$ cat src/lpg_pkg.sv
// Shared types and constants for the LED pixel gamma converter.
// No dependencies; imported by lpg_lane and led_pixel_gamma_convert.
package lpg_pkg;

    // Number of pixel lanes that are converted; lanes at or above this count output zero.
    localparam int LANE_COUNT = 2;
    // Pixel lanes carried by one transaction (upper row, lower row).
    localparam int IN_LANES   = 2;

    localparam int PIX_W   = 24;
    localparam int CHAN_W  = 8;
    localparam int FMT_W   = 2;
    localparam int RGB_W   = 3 * CHAN_W;

    // Source pixel layouts selected by the format register.
    localparam logic [FMT_W-1:0] FMT_RGB565 = 2'd0;
    localparam logic [FMT_W-1:0] FMT_RGB888 = 2'd1;
    localparam logic [FMT_W-1:0] FMT_NV12   = 2'd2;
    localparam logic [FMT_W-1:0] FMT_RESET  = FMT_NV12;

    typedef struct packed {
        logic [CHAN_W-1:0] blue;
        logic [CHAN_W-1:0] green;
        logic [CHAN_W-1:0] red;
    } lpg_rgb_t;

    // Pipeline load enables handed from the top level to every lane.
    typedef struct packed {
        logic load_conv;
        logic load_out;
    } lpg_ctrl_t;

endpackage

$ cat src/lpg_lane.sv
// One pixel lane: color decode and clamp in the first stage, square-law gamma in the second.
// Depends on lpg_pkg.
module lpg_lane
    import lpg_pkg::*;
(
    input  logic              aclk,
    input  lpg_ctrl_t         ctrl,
    input  logic [FMT_W-1:0]  src_fmt,
    input  logic [PIX_W-1:0]  pixel,
    output lpg_rgb_t          rgb
);

    localparam int SUM_W = 19;

    localparam logic signed [SUM_W-1:0] COEF_RV = 19'sd359;
    localparam logic signed [SUM_W-1:0] COEF_GU = 19'sd88;
    localparam logic signed [SUM_W-1:0] COEF_GV = 19'sd183;
    localparam logic signed [SUM_W-1:0] COEF_BU = 19'sd453;
    localparam logic signed [SUM_W-1:0] SUM_TOP = 19'sd65536;

    function automatic logic [CHAN_W-1:0] clamp_q8(input logic signed [SUM_W-1:0] acc);
        logic [CHAN_W-1:0] res;
        if (acc < 0) begin
            res = '0;
        end else if (acc >= SUM_TOP) begin
            res = '1;
        end else begin
            res = acc[15:8];
        end
        return res;
    endfunction

    logic signed [9:0]       u_s;
    logic signed [9:0]       v_s;
    logic signed [SUM_W-1:0] u_w;
    logic signed [SUM_W-1:0] v_w;
    logic signed [SUM_W-1:0] base;
    logic signed [SUM_W-1:0] sum_r;
    logic signed [SUM_W-1:0] sum_g;
    logic signed [SUM_W-1:0] sum_b;

    lpg_rgb_t chan_next;
    lpg_rgb_t chan_reg;
    lpg_rgb_t rgb_next;
    lpg_rgb_t rgb_reg;

    logic [2*CHAN_W-1:0] sq_r;
    logic [2*CHAN_W-1:0] sq_g;
    logic [2*CHAN_W-1:0] sq_b;

    always_comb begin
        u_s   = $signed({2'b00, pixel[15:8]}) - 10'sd128;
        v_s   = $signed({2'b00, pixel[23:16]}) - 10'sd128;
        u_w   = {{(SUM_W-10){u_s[9]}}, u_s};
        v_w   = {{(SUM_W-10){v_s[9]}}, v_s};
        base  = $signed({3'b000, pixel[7:0], 8'h00});
        sum_r = base + COEF_RV * v_w;
        sum_g = base - COEF_GU * u_w - COEF_GV * v_w;
        sum_b = base + COEF_BU * u_w;
    end

    // RGB565 channels are scaled up to 8 bits so that the shared c*c >> 8 step
    // yields r5*r5 >> 2 and g6*g6 >> 4.
    always_comb begin
        case (src_fmt)
            FMT_RGB565: begin
                chan_next.red   = {pixel[15:11], 3'b000};
                chan_next.green = {pixel[10:5], 2'b00};
                chan_next.blue  = {pixel[4:0], 3'b000};
            end
            FMT_RGB888: begin
                chan_next.red   = pixel[7:0];
                chan_next.green = pixel[15:8];
                chan_next.blue  = pixel[23:16];
            end
            FMT_NV12: begin
                chan_next.red   = clamp_q8(sum_r);
                chan_next.green = clamp_q8(sum_g);
                chan_next.blue  = clamp_q8(sum_b);
            end
            default: begin
                chan_next = '0;
            end
        endcase
    end

    always_ff @(posedge aclk) begin
        if (ctrl.load_conv) begin
            chan_reg <= chan_next;
        end
    end

    always_comb begin
        sq_r           = chan_reg.red * chan_reg.red;
        sq_g           = chan_reg.green * chan_reg.green;
        sq_b           = chan_reg.blue * chan_reg.blue;
        rgb_next.red   = sq_r[15:8];
        rgb_next.green = sq_g[15:8];
        rgb_next.blue  = sq_b[15:8];
    end

    always_ff @(posedge aclk) begin
        if (ctrl.load_out) begin
            rgb_reg <= rgb_next;
        end
    end

    assign rgb = rgb_reg;

endmodule

$ cat src/led_pixel_gamma_convert.sv
// Top level of the LED pixel gamma converter: handshake, format register, lanes, merge.
// Depends on lpg_pkg and lpg_lane.
//
//   channel  direction  handshake            payload
//   s_       in         s_tvalid / s_tready  s_tdata[47:0]: upper_pixel, lower_pixel
//   m_       out        m_tvalid / m_tready  m_tdata[47:0]: six 8-bit gamma channels
//   cfg_     in         cfg_valid/cfg_ready  cfg_data[1:0]: source pixel layout
//
// An accepted pixel pair goes through color decode and clamp into the decode register,
// then the squaring multipliers feeding the output register that drives m_tvalid. One
// pair is accepted per cycle while m_tready stays high. A stall on m_tready holds both
// stages; s_tready drops only when both are full. aresetn clears the valids and sets NV12.
module led_pixel_gamma_convert
    import lpg_pkg::*;
(
    input  logic                    aclk,
    input  logic                    aresetn,
    input  logic                    s_tvalid,
    output logic                    s_tready,
    // From bit 0: upper_pixel[23:0], lower_pixel[23:0].
    input  logic [IN_LANES*PIX_W-1:0] s_tdata,
    output logic                    m_tvalid,
    input  logic                    m_tready,
    // From bit 0: upper_red, upper_green, upper_blue, lower_red, lower_green, lower_blue.
    output logic [IN_LANES*RGB_W-1:0] m_tdata,
    input  logic                    cfg_valid,
    output logic                    cfg_ready,
    input  logic [FMT_W-1:0]        cfg_data
);

    logic [FMT_W-1:0] fmt_reg;
    logic             conv_valid_reg;
    logic             conv_valid_next;
    logic             out_valid_reg;
    logic             out_valid_next;
    logic             s_fire;
    lpg_ctrl_t        ctrl;

    assign cfg_ready = 1'b1;

    always_ff @(posedge aclk) begin
        if (!aresetn) begin
            fmt_reg <= FMT_RESET;
        end else if (cfg_valid && cfg_ready) begin
            fmt_reg <= cfg_data;
        end
    end

    always_comb begin
        ctrl.load_out   = !out_valid_reg || m_tready;
        ctrl.load_conv  = !conv_valid_reg || ctrl.load_out;
        s_tready        = ctrl.load_conv;
        s_fire          = s_tvalid && s_tready;
        conv_valid_next = ctrl.load_conv ? s_fire : conv_valid_reg;
        out_valid_next  = ctrl.load_out ? conv_valid_reg : out_valid_reg;
    end

    always_ff @(posedge aclk) begin
        if (!aresetn) begin
            conv_valid_reg <= 1'b0;
            out_valid_reg  <= 1'b0;
        end else begin
            conv_valid_reg <= conv_valid_next;
            out_valid_reg  <= out_valid_next;
        end
    end

    // Merge: each lane's output register lands in its own slice of the result word.
    for (genvar i = 0; i < IN_LANES; i++) begin : g_lane
        if (i < LANE_COUNT) begin : g_active
            lpg_rgb_t lane_rgb;

            lpg_lane u_lane (
                .aclk    (aclk),
                .ctrl    (ctrl),
                .src_fmt (fmt_reg),
                .pixel   (s_tdata[i*PIX_W +: PIX_W]),
                .rgb     (lane_rgb)
            );

            assign m_tdata[i*RGB_W +: RGB_W] = {lane_rgb.blue, lane_rgb.green, lane_rgb.red};
        end else begin : g_off
            assign m_tdata[i*RGB_W +: RGB_W] = '0;
        end
    end

    assign m_tvalid = out_valid_reg;

`ifndef SYNTHESIS
    // An empty decode stage must always be able to take a transaction.
    a_ready_when_empty: assert property (@(posedge aclk) disable iff (!aresetn)
        !conv_valid_reg |-> s_tready)
        else $error("s_tready low with empty decode stage");

    // An accepted transaction occupies the decode stage in the next cycle.
    a_accept_fills: assert property (@(posedge aclk) disable iff (!aresetn)
        s_fire |=> conv_valid_reg)
        else $error("accepted transaction lost from decode stage");

    // With the output stalled, a pending decode result is held, not dropped.
    a_stall_holds: assert property (@(posedge aclk) disable iff (!aresetn)
        (conv_valid_reg && out_valid_reg && !m_tready) |=> (conv_valid_reg && out_valid_reg))
        else $error("pipeline dropped a transaction during a stall");

    // A transaction in the decode stage reaches the output register when it is free.
    a_advance: assert property (@(posedge aclk) disable iff (!aresetn)
        (conv_valid_reg && ctrl.load_out) |=> out_valid_reg)
        else $error("decode result did not advance to the output");
`endif

endmodule
$ cat config.mk
export PLATFORM = sky130hd
export DESIGN_NAME = led_pixel_gamma_convert
export DESIGN_NICKNAME = d
export VERILOG_FILES = /design/src/lpg_pkg.sv /design/src/lpg_lane.sv /design/src/led_pixel_gamma_convert.sv
export SDC_FILE = /design/constraint.sdc
export NUM_CORES = 1
export LEC_CHECK = 0
export BUFFER_PORTS_ARGS = -buffer_cell sky130_fd_sc_hd__buf_2
export CAP_MARGIN = 0
export CORE_MARGIN = 1.5
export CORE_UTILIZATION = 50
export DETAILED_ROUTE_END_ITERATION = 8
export GPL_TIMING_DRIVEN = 0
export PLACE_DENSITY = 0.64
export SLEW_MARGIN = 20
export SYNTH_ARGS = -nofsm -noshare
export SYNTH_HDL_FRONTEND = slang
export SYNTH_SLANG_ARGS = --single-unit
$ cat constraint.sdc
create_clock -name aclk -period 10.8 [get_ports aclk]
set_input_delay 3.24 -clock aclk [delete_from_list [all_inputs] [get_ports aclk]]
set_output_delay 3.24 -clock aclk [all_outputs]
set_load 0.05 [all_outputs]
==> run summary <==
Setup crit end kind: flip-flop
number of global-route vias before repair: 19200
Yosys warnings: 0
Fin. Hold Viols: 0
Buffers on Ports: 104
MaxCap Viol Count: 0
total CTS buffers: 9
Final ANT Viol Nets: 0
Crit-path slowest cell: fa_1
Worst EP required: 10.90 ns
H-tree levels: 3
area delta synth->final: 7.03%
drt first pass iters: 7
largest cells by area after synthesis: ha_1 (26%), fa_1 (24%), edfxtp_1 (11%), inv_1 (9.0%), xnor2_1 (3.6%)
Slew HR: 36.7%
Crit Path Max Fanout: 8
startpoint types: primary input
CTS root buf: clkbuf_16
worst clock skew: 0.00975 ns
Setup Viol. Count Final: 0
Post-synth EDFFs: 96
core area: 50200 um^2
Clock Tree Buf Depth: 2
cell type with the highest aggregate area in the netlist: ha_1
Setup CP Type: primary input to flip-flop
dpl hpwl: 48000 um
hold_buf cts: 0
Net Count, Synth: 3626
die area: 52200 um^2
Worst Path Arrival: 10.47 ns
vias per cell: 5.21
register area share after synthesis: 11.7%
io pins: 106
Min Clock Period, post-route: 10.37 ns
Avg WL per Cell: 15.5 um
ys async rst share: 0%
Die Wd: 228 um
delay-heaviest family, CP: adder cells
worst hold path class: flip-flop to flip-flop
DR DRC count: 0
slowest stage delay, CP: 0.53 ns
flops & latches, synth: 100
pre-CTS setup slack: -0.334 ns
top-area cell type share of the netlist area: 26.3%
synth unique cells: 89
Reg clk slew, reported paths: 0.06 ns
initial antenna violation count: 1
Final WS setup: 0.426 ns
NumNets Final: 3753
Syn Std Cell Area: 25400 um^2
Final Slew Violations: 0
WP buf/inv: 6
status: finished, final reports clean
first-pass GRT wire length: 93100 um
TritonCTS clock tree: done
maximum clock rate: 0.0964 GHz
Worst path depth: 28
Post-Syn Area per Cell: 9.30 um^2
initial core utilization: 50.6%
unrepaired setup endpoints after global routing: false
# fillers: 4577
top_reg_cell synth: edfxtp_1
Crit path top cell by count: ha_1
share of cells above drive strength 1: 6.50%
Skew-Pair Late Insertion Delay: 0.38 ns
die height: 228 um
Iter 0 DRT Violations: 781
Tcrit/Tclk final: 96.1%
n_diodes: 0
worst slew pin tran: 0.926 ns
GRT Util Overall: 21.9%
wirelength, routed: 54900 um
Cells after Synth: 2731
Placer Congestion: 0.910
largest net degree at the start of global routing: 50
Rows: 82
FF-to-FF path depth: 17
Sink Count: 100
Overflow after GRT: 0
hold_ws: 0.564 ns
total number of vias: 18400
Min-Delay Path Depth: 1
stage by stage:
step / cell area, um^2 / util (%) / std cells / setup TNS, ns
after floorplan: 25400 / - / 2731 / 0
after global placement: 26800 / 53.3 / 3507 / -1.22
after detailed placement: 26800 / 53.4 / 3508 / -3.61
after CTS: 27100 / 54.0 / 3524 / 0
after global routing: 27200 / 54.2 / 3535 / 0
final: 27200 / 54.2 / 3535 / 0
final cells by class:
cell class / count / area (um^2) / area share [%]
clock inverters: 5 / 61.3 / 0.225
multi-input cells: 1989 / 20000 / 73.6
well taps: 672 / 841 / 3.09
plain buffers: 28 / 134 / 0.492
flip-flops and latches: 100 / 2960 / 10.9
inverters: 614 / 2310 / 8.50
clock buffers: 11 / 243 / 0.893
repair buffers: 116 / 626 / 2.30
cell usage in the layout, fill, tap and decap left out, types with 23 or more instances in the layout:
| cell type | instances |
|---|---|
| inv_1 | 611 |
| fa_1 | 306 |
| ha_1 | 534 |
| nand2_1 | 156 |
| nor3_1 | 56 |
| mux2i_1 | 37 |
| buf_2 | 103 |
| clkbuf_1 | 25 |
| nor2b_1 | 28 |
| nand2b_1 | 23 |
| nand3_1 | 25 |
| a21o_1 | 24 |
| o21a_1 | 36 |
| o21ai_0 | 77 |
| xnor2_1 | 103 |
| edfxtp_1 | 96 |
| nor2_1 | 151 |
| a21oi_1 | 71 |
| xor2_1 | 39 |
| and2_1 | 87 |
kinds of logic (layout without fill, tap and decap cells):
group	after synthesis	after routing	synth area share (%)
adder cells (fa/ha/maj)	840	840	50.4
flip-flops	100	100	11.7
other	1	1	0.0148
XOR/XNOR	142	142	4.90
buffers and inverters	642	774	9.60
AO/OA/AOI/OAI	362	362	10.1
multiplexers	46	46	1.87
AND/OR/NAND/NOR	598	598	11.5
Yosys cell counts, types with 5 or more instances:
library cell / n
nor3_1: 56
nor2b_1: 28
xnor2_1: 103
a21boi_0: 6
fa_1: 306
a211o_1: 12
a41oi_1: 8
ha_1: 534
nand2b_1: 23
a31oi_1: 7
a41o_1: 6
o21ai_0: 77
nand3_1: 25
o21bai_1: 14
or2_2: 9
o221a_2: 5
o21a_1: 36
xor2_1: 39
a2bb2oi_1: 10
nor2_1: 151
o211ai_1: 16
and2_1: 87
a211oi_1: 7
clkbuf_1: 24
nand2_1: 157
and3_1: 21
or3_1: 12
a21oi_1: 71
a21o_1: 24
edfxtp_1: 96
mux2i_1: 37
inv_1: 612
mux2_2: 8
repair_timing:
item / in CTS / in global routing
setup buffers: 0 / 11
gates resized for setup: 0 / 4
endpoints found under the setup margin: 0 / 16
path summary, 6_finish.rpt:
check                                         start  slack (ns)                                    end
max                                     s_tdata[23]        0.43  g_lane[0].g_active.u_lane.chan_reg[9]
min                                  conv_valid_reg        0.56                               m_tvalid
max reg2reg  g_lane[1].g_active.u_lane.chan_reg[13]        5.85      g_lane[1].g_active.u_lane.rgb[15]
min reg2reg                          conv_valid_reg        0.56                               m_tvalid
routing by layer:
metal	global-route usage (%)	share of wire, %
met2	36.9	47
met3	1.62	3.0
met5	0	0
met1	30.0	48
met4	6.79	2.4
Power is not shown: default switching activity piles up to over one toggle a cycle in this logic, so the estimate is an artifact.
